### src/rtl/psmf_pkg.sv
// ============================================================================
// psmf_pkg: shared types, constants and pointer helpers
// Ring geometry, status codes, read sequencer states and ring pointer
// arithmetic used by the PS/2 mouse packet framer.
// ============================================================================
package psmf_pkg;

    // Ring geometry and packet length.
    localparam int RING_DEPTH = 64;
    localparam int PACKET_LEN = 3;
    localparam int PTR_W      = $clog2(RING_DEPTH);
    localparam int BIP_W      = $clog2(PACKET_LEN);
    localparam int BYTE_W     = 8;

    localparam logic [PTR_W:0]    DEPTH_EXT = (PTR_W + 1)'(RING_DEPTH);
    localparam logic [BYTE_W-1:0] SYNC_MASK = 8'hc0;
    localparam logic [BYTE_W-1:0] ACK_RESET = 8'd250;

    typedef logic [PTR_W-1:0]  ptr_t;
    typedef logic [BIP_W-1:0]  bip_t;
    typedef logic [BYTE_W-1:0] byte_t;

    localparam ptr_t PTR_ZERO = '0;
    localparam ptr_t PTR_ONE  = PTR_W'(1);
    localparam ptr_t PTR_TWO  = PTR_W'(2);
    localparam ptr_t PTR_PKT  = PTR_W'(PACKET_LEN);

    // Status code carried with every result beat.
    typedef enum logic [2:0] {
        ST_STORED = 3'd0,
        ST_ACK    = 3'd1,
        ST_SYNC   = 3'd2,
        ST_FLUSH  = 3'd3,
        ST_NONE   = 3'd4
    } status_t;

    // Read sequencer: which packet byte the ring read data holds.
    typedef enum logic [1:0] {
        RD_IDLE = 2'd0,
        RD_B0   = 2'd1,
        RD_B1   = 2'd2,
        RD_B2   = 2'd3
    } rd_state_t;

    // Outcome of framing one received byte.
    typedef struct packed {
        status_t status;
        logic    done;
        logic    store;
        ptr_t    ws_next;
        bip_t    bip_next;
    } frame_upd_t;

    // Sum of two ring pointers, wrapped at the ring depth.
    function automatic ptr_t ptr_add(ptr_t p, ptr_t k);
        logic [PTR_W:0] s;
        s = {1'b0, p} + {1'b0, k};
        if (s >= DEPTH_EXT) begin
            s = s - DEPTH_EXT;
        end
        return s[PTR_W-1:0];
    endfunction

    // Difference of two ring pointers, wrapped at the ring depth.
    function automatic ptr_t ptr_sub(ptr_t p, ptr_t k);
        logic [PTR_W:0] s;
        if (p >= k) begin
            s = {1'b0, p} - {1'b0, k};
        end else begin
            s = {1'b0, p} + DEPTH_EXT - {1'b0, k};
        end
        return s[PTR_W-1:0];
    endfunction

endpackage

### src/rtl/psmf_ring_ram.sv
// ============================================================================
// psmf_ring_ram: byte ring storage
// One write port and one read port; read data is registered and holds
// while the read enable is low.
// ============================================================================
module psmf_ring_ram (
    input  logic           aclk,
    input  logic           we,
    input  psmf_pkg::ptr_t waddr,
    input  psmf_pkg::byte_t wdata,
    input  logic           re,
    input  psmf_pkg::ptr_t raddr,
    output psmf_pkg::byte_t rdata
);

    psmf_pkg::byte_t mem [psmf_pkg::RING_DEPTH];
    psmf_pkg::byte_t rdata_reg;

    always_ff @(posedge aclk) begin
        if (we) begin
            mem[waddr] <= wdata;
        end
    end

    always_ff @(posedge aclk) begin
        if (re) begin
            rdata_reg <= mem[raddr];
        end
    end

    assign rdata = rdata_reg;

endmodule

### src/rtl/psmf_framer.sv
// ============================================================================
// psmf_framer: classification of one received byte
// Decides whether a byte is dropped, stored or flushes the partial packet,
// and works out the next write slot and packet position.
// ============================================================================
module psmf_framer (
    input  psmf_pkg::byte_t     rx_byte,
    input  psmf_pkg::byte_t     ack_code,
    input  psmf_pkg::ptr_t      ws,
    input  psmf_pkg::ptr_t      lrs,
    input  psmf_pkg::bip_t      bip,
    output psmf_pkg::frame_upd_t upd
);

    logic [psmf_pkg::BIP_W:0] bip_inc;

    assign bip_inc = {1'b0, bip} + (psmf_pkg::BIP_W + 1)'(1);

    always_comb begin
        upd          = '0;
        upd.status   = psmf_pkg::ST_STORED;
        upd.ws_next  = ws;
        upd.bip_next = bip;
        if ((bip == '0) && (rx_byte == ack_code)) begin
            upd.status = psmf_pkg::ST_ACK;
        end else if ((bip == '0) && ((rx_byte & psmf_pkg::SYNC_MASK) != '0)) begin
            upd.status = psmf_pkg::ST_SYNC;
        end else if (ws != lrs) begin
            upd.store   = 1'b1;
            upd.ws_next = psmf_pkg::ptr_add(ws, psmf_pkg::PTR_ONE);
            if (bip_inc >= (psmf_pkg::BIP_W + 1)'(psmf_pkg::PACKET_LEN)) begin
                upd.done     = 1'b1;
                upd.bip_next = '0;
            end else begin
                upd.bip_next = bip_inc[psmf_pkg::BIP_W-1:0];
            end
        end else begin
            // Ring full: give back the slots of the partial packet.
            upd.status   = psmf_pkg::ST_FLUSH;
            upd.ws_next  = psmf_pkg::ptr_sub(ws, psmf_pkg::PTR_W'(bip));
            upd.bip_next = '0;
        end
    end

endmodule

### src/rtl/ps2_mouse_packet_framer_ring.sv
// ============================================================================
// ps2_mouse_packet_framer_ring: PS/2 mouse packet framer with receive ring
// Frames mouse bytes into packets held in a byte ring and returns packets
// on read beats.
// ============================================================================
// Timing: a byte beat or a read of a ring with too few bytes has its result
//   registered in the cycle after acceptance. Throughput: one byte beat per cycle
//   while the output is free; a packet read holds the input until RD_B2 loads its
//   result, as its three bytes come one per cycle from the ring's read port.
// Reset: aresetn is synchronous and active low; it clears the write and last-read
//   pointers, packet position and handshake state, sets ACK code 250, keeps the ring.
module ps2_mouse_packet_framer_ring (
    input  logic        aclk,
    input  logic        aresetn,
    // Configuration: ack_code.
    input  logic        cfg_we,
    input  logic [7:0]  cfg_wdata,
    // Input channel.
    input  logic        s_tvalid,
    output logic        s_tready,
    input  logic [7:0]  s_tdata,   // [7:0] rx_byte
    input  logic [0:0]  s_tuser,   // [0] func
    // Result channel.
    output logic        m_tvalid,
    input  logic        m_tready,
    output logic [23:0] m_tdata,   // [7:0] packet_byte0, [15:8] packet_byte1,
                                   // [23:16] packet_byte2
    output logic [3:0]  m_tuser,   // [2:0] rx_status, [3] read_valid
    output logic        m_tlast    // packet_done
);

    // ------------------------------------------------------------------
    // Control state.
    // ------------------------------------------------------------------
    psmf_pkg::byte_t     ack_reg;
    psmf_pkg::ptr_t      ws_reg, ws_next;
    psmf_pkg::ptr_t      lrs_reg, lrs_next;
    psmf_pkg::bip_t      bip_reg, bip_next;
    psmf_pkg::ptr_t      rd_ptr_reg, rd_ptr_next;
    psmf_pkg::rd_state_t rd_state_reg, rd_state_next;
    logic                m_valid_reg, m_valid_next;

    // Result payload held in the output register.
    psmf_pkg::status_t   m_status_reg, m_status_next;
    logic                m_done_reg, m_done_next;
    logic                m_rdv_reg, m_rdv_next;
    psmf_pkg::byte_t     m_b0_reg, m_b0_next;
    psmf_pkg::byte_t     m_b1_reg, m_b1_next;
    psmf_pkg::byte_t     m_b2_reg, m_b2_next;

    // The first two packet bytes are parked here while the third is read.
    psmf_pkg::byte_t     pb0_reg, pb1_reg;

    // ------------------------------------------------------------------
    // Handshake and item decode.
    // ------------------------------------------------------------------
    logic                out_free;
    logic                accept;
    logic                is_read;
    logic                rd_ok;
    psmf_pkg::ptr_t      stored;
    psmf_pkg::frame_upd_t upd;

    // Sequencer outputs.
    logic                ram_re;
    logic                cap_b0;
    logic                cap_b1;
    logic                ld_packet;

    psmf_pkg::ptr_t      ram_raddr;
    psmf_pkg::byte_t     ram_rdata;

    // The output register may take a new result when it is empty or being
    // emptied in this very cycle; a waiting result blocks a beat while m_tready is low.
    assign out_free = !m_valid_reg || m_tready;
    assign s_tready = (rd_state_reg == psmf_pkg::RD_IDLE) && out_free;
    assign accept   = s_tvalid && s_tready;
    assign is_read  = s_tuser[0];

    // The ring holds (write slot - last read slot - 1) bytes, modulo depth.
    assign stored = psmf_pkg::ptr_sub(ws_reg, psmf_pkg::ptr_add(lrs_reg, psmf_pkg::PTR_ONE));
    assign rd_ok  = stored >= psmf_pkg::PTR_PKT;

    psmf_framer u_framer (
        .rx_byte  (s_tdata),
        .ack_code (ack_reg),
        .ws       (ws_reg),
        .lrs      (lrs_reg),
        .bip      (bip_reg),
        .upd      (upd)
    );

    // ------------------------------------------------------------------
    // Ring memory. Bytes are written at the accept edge. While idle the read
    // port keeps fetching the slot after the last read one, so that a packet
    // read accepted at an edge has its first byte in the read register
    // straight after it. Writes are held off while a packet is being read,
    // so a slot cannot be overwritten under an outstanding read.
    // ------------------------------------------------------------------
    assign ram_raddr = (rd_state_reg == psmf_pkg::RD_IDLE)
                     ? psmf_pkg::ptr_add(lrs_reg, psmf_pkg::PTR_ONE)
                     : rd_ptr_reg;

    psmf_ring_ram u_ring (
        .aclk  (aclk),
        .we    (accept && !is_read && upd.store),
        .waddr (ws_reg),
        .wdata (s_tdata),
        .re    (ram_re),
        .raddr (ram_raddr),
        .rdata (ram_rdata)
    );

    // ------------------------------------------------------------------
    // Read sequencer: next state.
    // ------------------------------------------------------------------
    always_comb begin
        rd_state_next = rd_state_reg;
        case (rd_state_reg)
            psmf_pkg::RD_IDLE: begin
                if (accept && is_read && rd_ok) begin
                    rd_state_next = psmf_pkg::RD_B0;
                end
            end
            psmf_pkg::RD_B0: begin
                rd_state_next = psmf_pkg::RD_B1;
            end
            psmf_pkg::RD_B1: begin
                rd_state_next = psmf_pkg::RD_B2;
            end
            psmf_pkg::RD_B2: begin
                if (out_free) begin
                    rd_state_next = psmf_pkg::RD_IDLE;
                end
            end
            default: begin
                rd_state_next = psmf_pkg::RD_IDLE;
            end
        endcase
    end

    // Read sequencer: outputs. In the last state the read register already
    // holds the third byte and must hold it until the result is loaded.
    always_comb begin
        ram_re    = 1'b1;
        cap_b0    = 1'b0;
        cap_b1    = 1'b0;
        ld_packet = 1'b0;
        case (rd_state_reg)
            psmf_pkg::RD_IDLE: begin
                ram_re = 1'b1;
            end
            psmf_pkg::RD_B0: begin
                cap_b0 = 1'b1;
            end
            psmf_pkg::RD_B1: begin
                cap_b1 = 1'b1;
            end
            psmf_pkg::RD_B2: begin
                ram_re    = 1'b0;
                ld_packet = out_free;
            end
            default: begin
                ram_re = 1'b0;
            end
        endcase
    end

    // ------------------------------------------------------------------
    // Pointer and output register updates.
    // ------------------------------------------------------------------
    always_comb begin
        ws_next       = ws_reg;
        lrs_next      = lrs_reg;
        bip_next      = bip_reg;
        rd_ptr_next   = rd_ptr_reg;
        m_valid_next  = m_valid_reg && !m_tready;
        m_status_next = m_status_reg;
        m_done_next   = m_done_reg;
        m_rdv_next    = m_rdv_reg;
        m_b0_next     = m_b0_reg;
        m_b1_next     = m_b1_reg;
        m_b2_next     = m_b2_reg;

        if (accept && !is_read) begin
            ws_next       = upd.ws_next;
            bip_next      = upd.bip_next;
            m_valid_next  = 1'b1;
            m_status_next = upd.status;
            m_done_next   = upd.done;
            m_rdv_next    = 1'b0;
            m_b0_next     = '0;
            m_b1_next     = '0;
            m_b2_next     = '0;
        end else if (accept && is_read && !rd_ok) begin
            // Too few bytes for a packet: nothing moves.
            m_valid_next  = 1'b1;
            m_status_next = psmf_pkg::ST_NONE;
            m_done_next   = 1'b0;
            m_rdv_next    = 1'b0;
            m_b0_next     = '0;
            m_b1_next     = '0;
            m_b2_next     = '0;
        end else if (accept && is_read) begin
            // The whole packet is released at once; the input stays closed
            // until its three bytes have been fetched and its result is loaded.
            lrs_next    = psmf_pkg::ptr_add(lrs_reg, psmf_pkg::PTR_PKT);
            rd_ptr_next = psmf_pkg::ptr_add(lrs_reg, psmf_pkg::PTR_TWO);
        end else if (ram_re && (rd_state_reg != psmf_pkg::RD_IDLE)) begin
            rd_ptr_next = psmf_pkg::ptr_add(rd_ptr_reg, psmf_pkg::PTR_ONE);
        end

        if (ld_packet) begin
            m_valid_next  = 1'b1;
            m_status_next = psmf_pkg::ST_NONE;
            m_done_next   = 1'b0;
            m_rdv_next    = 1'b1;
            m_b0_next     = pb0_reg;
            m_b1_next     = pb1_reg;
            m_b2_next     = ram_rdata;
        end
    end

    always_ff @(posedge aclk) begin
        if (!aresetn) begin
            ack_reg      <= psmf_pkg::ACK_RESET;
            ws_reg       <= psmf_pkg::PTR_ONE;
            lrs_reg      <= psmf_pkg::PTR_ZERO;
            bip_reg      <= '0;
            rd_state_reg <= psmf_pkg::RD_IDLE;
            m_valid_reg  <= 1'b0;
        end else begin
            if (cfg_we) begin
                ack_reg <= cfg_wdata;
            end
            ws_reg       <= ws_next;
            lrs_reg      <= lrs_next;
            bip_reg      <= bip_next;
            rd_state_reg <= rd_state_next;
            m_valid_reg  <= m_valid_next;
        end
    end

    always_ff @(posedge aclk) begin
        rd_ptr_reg   <= rd_ptr_next;
        m_status_reg <= m_status_next;
        m_done_reg   <= m_done_next;
        m_rdv_reg    <= m_rdv_next;
        m_b0_reg     <= m_b0_next;
        m_b1_reg     <= m_b1_next;
        m_b2_reg     <= m_b2_next;
        if (cap_b0) begin
            pb0_reg <= ram_rdata;
        end
        if (cap_b1) begin
            pb1_reg <= ram_rdata;
        end
    end

    // ------------------------------------------------------------------
    // Result port.
    // ------------------------------------------------------------------
    assign m_tvalid = m_valid_reg;
    assign m_tdata  = {m_b2_reg, m_b1_reg, m_b0_reg};
    assign m_tuser  = {m_rdv_reg, m_status_reg};
    assign m_tlast  = m_done_reg;

`ifndef SYNTH
    // No beat is taken while a packet read is still fetching its bytes.
    a_busy_blocks_input: assert property (@(posedge aclk) disable iff (!aresetn)
        (rd_state_reg != psmf_pkg::RD_IDLE) |-> !s_tready)
        else $error("input accepted during a packet read");

    // A stored byte never lands in the slot that keeps the ring from looking empty.
    a_no_overwrite: assert property (@(posedge aclk) disable iff (!aresetn)
        (accept && !is_read && upd.store) |-> (ws_reg != lrs_reg))
        else $error("ring write into a full ring");

    // The packet position stays below the packet length.
    a_bip_range: assert property (@(posedge aclk) disable iff (!aresetn)
        ({1'b0, bip_reg} < (psmf_pkg::BIP_W + 1)'(psmf_pkg::PACKET_LEN)))
        else $error("packet position out of range");

    // The fetch steps through its first two bytes without pause.
    a_fetch_steps: assert property (@(posedge aclk) disable iff (!aresetn)
        (rd_state_reg == psmf_pkg::RD_B0) |=> (rd_state_reg == psmf_pkg::RD_B1))
        else $error("packet fetch did not advance");

    // A packet result is loaded only with a valid read flag.
    a_packet_result: assert property (@(posedge aclk) disable iff (!aresetn)
        ld_packet |=> (m_tvalid && m_tuser[3]))
        else $error("packet read result lost its valid flag");
`endif

endmodule
### config.mk
export PLATFORM = sky130hd
export DESIGN_NAME = ps2_mouse_packet_framer_ring
export DESIGN_NICKNAME = d
export VERILOG_FILES = /design/src/rtl/psmf_pkg.sv /design/src/rtl/psmf_ring_ram.sv /design/src/rtl/psmf_framer.sv /design/src/rtl/ps2_mouse_packet_framer_ring.sv
export SDC_FILE = /design/constraint.sdc
export NUM_CORES = 1
export LEC_CHECK = 0
export ABC_AREA = 1
export BUFFER_PORTS_ARGS = -buffer_cell sky130_fd_sc_hd__buf_2
export CELL_PAD_IN_SITES_DETAIL_PLACEMENT = 0
export CELL_PAD_IN_SITES_GLOBAL_PLACEMENT = 2
export CORE_MARGIN = 8
export CORE_UTILIZATION = 37
export CTS_CLUSTER_DIAMETER = 80
export CTS_CLUSTER_SIZE = 8
export DETAILED_ROUTE_END_ITERATION = 7
export PLACE_DENSITY = 0.75
export SKIP_LAST_GASP = 1
export SLEW_MARGIN = 40
export SYNTH_ARGS = -nofsm -noshare
export SYNTH_HDL_FRONTEND = slang
export SYNTH_SLANG_ARGS = --single-unit
### constraint.sdc
create_clock -name aclk -period 3.5 [get_ports aclk]
set_input_delay 0.7 -clock aclk [delete_from_list [all_inputs] [get_ports aclk]]
set_output_delay 0.7 -clock aclk [all_outputs]
set_load 0.01 [all_outputs]
==> impl_metrics.yaml, run 1 <==
run_status:
  status: "finished clean"
logic_synthesis:
  yosys-top-cells-area: "edfxtp_1 (68%), nor2_1 (7.9%), o21ai_0 (4.6%)"
  synth_nets: 2209
  syn_avg_cell_area_sq_um: 11.6
  yosys.area.top_type: "edfxtp_1"
  syn_inst: 2162
  ys_seq_elements: 596
  synth_edf_count: 566
  synth_top_area_share_pct: 67.9
  synth.area.mux_share_pct: 0
  ys.flop_type: "edfxtp_1"
  ys_seq_area_share_pct: 70.3
  yosysUniqueCellTypes: 38
  synthSimpleGateAreaFrac_pct: 15.6
  synth-compound-area-share_pct: 8.23
  synth_top_family_by_area: "simple AND/OR/NAND/NOR gates"
  synth_adder_area_share_pct: 1.31
  synth_xor_area_share_pct: 0.525
  synth-async-reset-ratio_pct: 0
  syn_area_sq_mm: 0.0250
  yosys_warnings: 0
run:
  drv_cap: 0
timing:
  slew_viol_final: 0
  post-route-period-util_pct: 92.8
  finalClockSkew_ns: 0.0265
  relSlewSlack_pct: 45.8
  fin_tns_setup_ns: 0
  fmax_ghz: 0.308
  worstMarginPinSlew_ns: 0.809
  rsz0062_at_grt: "true"
  hold_viol_final: 0
  setup_slack_ns: 0.252
  fin_crit_ns: 3.25
  setup_viol: 0
setup_path:
  cp.required_ns: 3.79
  start_kind: "flip-flop"
  cp_slowest_cell: "dfxtp_1"
  cp-end-kind: "flip-flop"
  worstPathArrival_ns: 3.53
  crit_path_max_fanout: 25
  critical-path-max-stage-delay_ns: 0.51
  path_common_cell: "nand2_1"
  critical_path_class: "flip-flop to flip-flop"
  cp_cell_sequence: "ha_1, nand2_1, nand2_1, nand2_1, o21ai_1, ha_1, a21oi_1, nand2_1, nand2_1, nand3_1, nor2_1, nand4_1, nand2_1, buf_6"
placed_design:
  pre_cts_ws_ns: 0.152
  gp_congestion: 0.840
  placed_cell_area_sq_mm: 0.0264
  dpl.hpwl_mm: 42.9
  port_buffers: 52
  place_inst: 3023
cts:
  cts_buffers: 84
  clk_pin_slew_ns: 0.06
  cts_tree: "yes"
  cts_hold_buffers: 0
  insertion_delay_ns: 0.61
  cts_num_sinks: 596
  h-tree-depth: 3
  cts_root_buffer: "clkbuf_16"
  cts_buffer_depth: 3
layout:
  largest_register_ffs: 512
  regMostFlops: "u_ring.mem"
  drive_gt1_share_pct: 10.1
  fin_area_sq_mm: 0.0287
  fillers: 6310
  fin_cells: 3137
  num-nets-final: 2283
  area_growth_pct: 14.8
global_route:
  grt.total_usage_pct: 17.9
  grt_max_degree: 95
  antenna_found_initial: 3
  grt_pass1_vias: 16800
  grt_pass1_wl_mm: 105
  overflow: 0
detailed_routing:
  drt_wl_total_mm: 69.8
  drt_iter0_markers: 1526
  via_per_inst: 5.27
  drc: 0
  num_vias: 16500
  drt-wirelength-per-cell_microns: 22.2
  ant_nets: 0
  dr.pass1.iters: 7
pwr:
  power.density_mw_per_mm2: 865
  ir_drop_v: 0.000681
  power_leakage_uw: 0.0101
  p_total_uw: 24900
floorplanning:
  core_sq_mm: 0.0670
  start_util_pct: 37.3
  die_w_microns: 276
  num_rows: 95
  design.die.area_sq_mm: 0.0762
  die_h_microns: 276
  io_pins: 53
hold_path:
  hold_path.class: "input pin to flip-flop"
==> timing repair <==
item                       4_1_cts  5_1_grt
setup endpoints to repair        0       25
setup buffers                    0        0
gates resized for setup          0        2
==> critical path: cells and delay by family (launching register included) <==
kind	cells	cell delay, ns
AOI/OAI and AO/OA	2	0.39
adders and majority gates	2	0.64
buffers and inverters	1	0.25
DFF	1	0.51
and+or+nand+nor	9	1.10
==> placed cells by master (no fill, tap or decap), types with 3 or more instances in the layout <==
master	instances
xnor2_1	5
nand4_1	3
inv_1	103
clkbuf_16	85
nand2_2	4
o22ai_1	3
clkbuf_1	22
o211ai_1	64
o21ai_1	32
nand2_4	6
ha_1	23
inv_2	6
edfxtp_1	566
nand2_1	147
xor2_1	10
o21ai_0	230
nor2_1	526
buf_12	14
buf_6	7
buf_2	52
buf_4	33
nor2_4	3
a21oi_1	34
dfxtp_1	30
o21ai_4	3
nand3_1	225
==> metrics by stage <==
step	hold slack, ns	utilization [%]
after floorplan	0.445	-
after detailed placement	0.463	39.4
after global placement	0.456	39.4
after CTS	0.280	42.8
final	0.311	42.8
after global routing	0.303	42.8
==> kinds of logic (layout without fill, tap and decap cells) <==
kind of cell / Yosys count / count (layout)
flip-flops: 596 / 596
buffers and inverters: 230 / 331
AO/OA/AOI/OAI: 372 / 372
adder cells (fa/ha/maj): 25 / 25
other: 0 / 1
XOR/XNOR: 15 / 15
AND/OR/NAND/NOR: 924 / 924
==> path summary, 6_finish.rpt <==
| check | start | end | slack [ns] | cells after the start |
|---|---|---|---|---|
| setup / recovery | lrs_reg[2] | m_b0_reg[4] | 0.25 | 14 |
| hold / removal | cfg_wdata[4] | ack_reg[4] | 0.31 | 3 |
| setup reg to reg | lrs_reg[2] | m_b0_reg[4] | 0.25 | 14 |
| hold reg to reg | m_rdv_reg | m_rdv_reg | 0.47 | 2 |
==> power by group <==
group / leakage, uW / switching [uW] / internal (uW)
registers: 0.00537 / 206 / 8280
logic: 0.00362 / 6370 / 2800
clock network: 0.00111 / 2820 / 4370
total: 0.0101 / 9400 / 15500
==> Yosys cell counts (5+ instances only) <==
| cell type | instances |
|---|---|
| edfxtp_1 | 566 |
| xor2_1 | 10 |
| clkbuf_1 | 45 |
| o211ai_1 | 64 |
| inv_2 | 7 |
| a21oi_1 | 34 |
| buf_4 | 13 |
| nor2_1 | 527 |
| nand2_1 | 147 |
| buf_2 | 54 |
| o21ai_2 | 5 |
| xnor2_1 | 5 |
| o21ai_0 | 230 |
| dfxtp_1 | 30 |
| nand2_4 | 7 |
| nand3_1 | 225 |
| ha_1 | 23 |
| o21ai_1 | 32 |
| inv_1 | 103 |
==> final cells by class <==
| type | instances | area (sq um) | share of cell area (%) |
|---|---|---|---|
| Antenna cell | 1 | 2.50 | 0.00871 |
| Multi-Input combinational cell | 1336 | 6450 | 22.5 |
| Clock buffer | 108 | 2220 | 7.74 |
| Sequential cell | 596 | 17600 | 61.3 |
| Tap cell | 873 | 1090 | 3.80 |
| Inverter | 112 | 425 | 1.48 |
| Timing Repair Buffer | 106 | 867 | 3.02 |
| Clock inverter | 5 | 67.6 | 0.235 |
==> metal layers <==
layer  vias up  wire [microns]  track usage, %
met5         -              25               0
met1      8112           30000            23.5
met4         4            2130            6.80
li1       7762               -               -
met2       524           32600            28.9
met3       128            5040            3.88
Note: power is estimated with default switching activity, not from simulation.
==> inputs of run 2 (changes only) <==
--- a/config.mk
+++ b/config.mk
@@ -9,12 +9,11 @@
 export BUFFER_PORTS_ARGS = -buffer_cell sky130_fd_sc_hd__buf_2
 export CELL_PAD_IN_SITES_DETAIL_PLACEMENT = 0
 export CELL_PAD_IN_SITES_GLOBAL_PLACEMENT = 2
-export CORE_MARGIN = 8
-export CORE_UTILIZATION = 37
+export CORE_UTILIZATION = 43
 export CTS_CLUSTER_DIAMETER = 80
 export CTS_CLUSTER_SIZE = 8
 export DETAILED_ROUTE_END_ITERATION = 7
-export PLACE_DENSITY = 0.75
+export PLACE_DENSITY = 0.84
 export SKIP_LAST_GASP = 1
 export SLEW_MARGIN = 40
 export SYNTH_ARGS = -nofsm -noshare
==> run 2 against run 1 <==
Compared with the run above:
- total power increased by 0.55%
- global-route usage increased by 5.2 points
- hold slack improved by 0.0033 ns
- clock skew decreased by 0.0066 ns
- largest power group unchanged
==> impl_metrics.yaml, run 2 (synthesis results as in run 1) <==
floorplanning:
  design.die.area_sq_mm: 0.0591
  die_h_microns: 243
  core_sq_mm: 0.0576
  num_rows: 88
  start_util_pct: 43.4
  die_w_microns: 243
  io_pins: 53
timing:
  fmax_ghz: 0.323
  finalClockSkew_ns: 0.0198
  setup_slack_ns: 0.408
  slew_viol_final: 0
  rsz0062_at_grt: "false"
  relSlewSlack_pct: 42.3
  hold_ws_ns: 0.315
  fin_crit_ns: 3.09
  post-route-period-util_pct: 88.3
  setup_viol: 0
  fin_tns_setup_ns: 0
  worstMarginPinSlew_ns: 0.866
  hold_viol_final: 0
cts:
  clk_pin_slew_ns: 0.05
  cts_tree: "yes"
  h-tree-depth: 3
  cts_buffer_depth: 3
  cts_num_sinks: 596
  insertion_delay_ns: 0.62
  cts_buffers: 84
  cts_setup_buffers: 0
  cts_root_buffer: "clkbuf_16"
setup_path:
  crit_cells: 17
  cp_slowest_cell: "dfxtp_1"
  r2r-end: "ws_reg[5]"
  critPathBufInv: 1
  cp.required_ns: 4.01
  crit_family: "simple AND/OR/NAND/NOR gates"
  path_common_cell: "nand2_1"
  critical-path-max-stage-delay_ns: 0.45
  worstSetupEndpoint: "ws_reg[5]"
  regToRegSetupSlack_ns: 0.41
  cp-end-kind: "flip-flop"
  cp_cell_sequence: "inv_1, ha_1, nand3b_1, nor3_1, nand2_1, nor2_2, ha_1, a21oi_1, nand2_1, nand2_1, nand2_1, a21oi_1, o21ai_0, nand3_1, nand2_1, nand2_1, nor2_1"
  crit_path_max_fanout: 7
  worstPathArrival_ns: 3.60
  r2r-start: "ws_reg[0]"
  start_kind: "flip-flop"
  critical_path_class: "flip-flop to flip-flop"
  cp-startpoint: "ws_reg[0]"
  ff2ff_path_depth: 17
run:
  drv_cap: 0
detailed_routing:
  dr.pass1.iters: 5
  via_per_inst: 5.46
  ant_nets: 0
  num_vias: 16600
  drt_iter0_markers: 1573
  drt-wirelength-per-cell_microns: 22.3
  drt_wl_total_mm: 67.9
  drc: 0
placed_design:
  port_buffers: 52
  gp_congestion: 0.854
  pre_cts_ws_ns: 0.303
  dpl.hpwl_mm: 41.7
  place_inst: 2926
run_status:
  status: "finished clean"
global_route:
  grt_pass1_vias: 16600
  grt.total_usage_pct: 23.1
  antenna_found_initial: 7
  overflow: 0
  grt_max_degree: 99
  grt_pass1_wl_mm: 101
pwr:
  power_leakage_uw: 0.0102
  ir_drop_v: 0.000513
  power.density_mw_per_mm2: 871
layout:
  fin_cells: 3040
  final_common_cell: "edfxtp_1"
  area_growth_pct: 14.7
  most-common-layout-cells: "edfxtp_1 (566), nor2_1 (526), o21ai_0 (230), nand3_1 (225), nand2_1 (147)"
  regMostFlops: "u_ring.mem"
  largest_register_ffs: 512
  drive_gt1_share_pct: 10.6
  num-nets-final: 2294
  finalCoreUtilization_pct: 49.8
hold_path:
  hold_path.class: "input pin to flip-flop"
run 2: changes by cell type in the layout (fill, tap and decap cells not counted), sizes merged:
cell | before | now
inv | 113 | 112
clkbuf | 108 | 109
bufinv | 0 | 1
clkinv | 4 | 3
buf | 106 | 117
run 2: layer usage:
metal  share of wire, %  up-vias  track usage (%)
met5                  0        -                0
li1                   -     7784                -
met3                6.7      117             4.43
met4                3.0        0             8.88
met2                 47      580             37.0
met1                 43     8128             31.1
run 2: layout make-up:
cell class                      instances  area (sq um)
Clock buffer                          109          2260
Sequential cell                       596         17600
Fill cell                            5033         28900
Tap cell                              765           957
Clock inverter                          4          82.6
Antenna cell                            1          2.50
Multi-Input combinational cell       1336          6450
Timing Repair Buffer                  117           926
Inverter                              112           425
run 2: how the worst min path moves through the flow:
stage / startpoint / to / slack, ns / depth (start not counted)
detailed placement: m_status_reg[0] / m_status_reg[0] / 0.47 / 2
global route: cfg_wdata[3] / ack_reg[3] / 0.32 / 3
finish: cfg_wdata[4] / ack_reg[4] / 0.31 / 3
CTS: cfg_wdata[5] / ack_reg[5] / 0.28 / 3
floorplan: u_ring.rdata[0] / pb0_reg[0] / 0.45 / 0
global placement: m_rdv_reg / m_rdv_reg / 0.45 / 2
run 2: through the flow:
stage	power, uW	instance area [sq um]
after CTS	25200	28700
after global routing	26300	28700
after global placement	17700	26300
after floorplan	14600	25000
final	25000	28700
after detailed placement	17800	26300
run 2: power breakdown:
group	internal (uW)	total (uW)	switching, uW
sequential	8280	8480	200
combinational	2850	9170	6320
clock	4510	7350	2840
run 2: worst min-delay path, delay by kind of cell:
kind,cells,cell delay [ns]
buf+inv,1,0.08
simple gates,2,0.12
run 2: repair_timing:
item | in CTS | in global routing
hold buffers | 0 | 0
hold endpoints to repair | 0 | 0
gates resized for setup | 0 | 1
setup endpoints to repair | 0 | 1
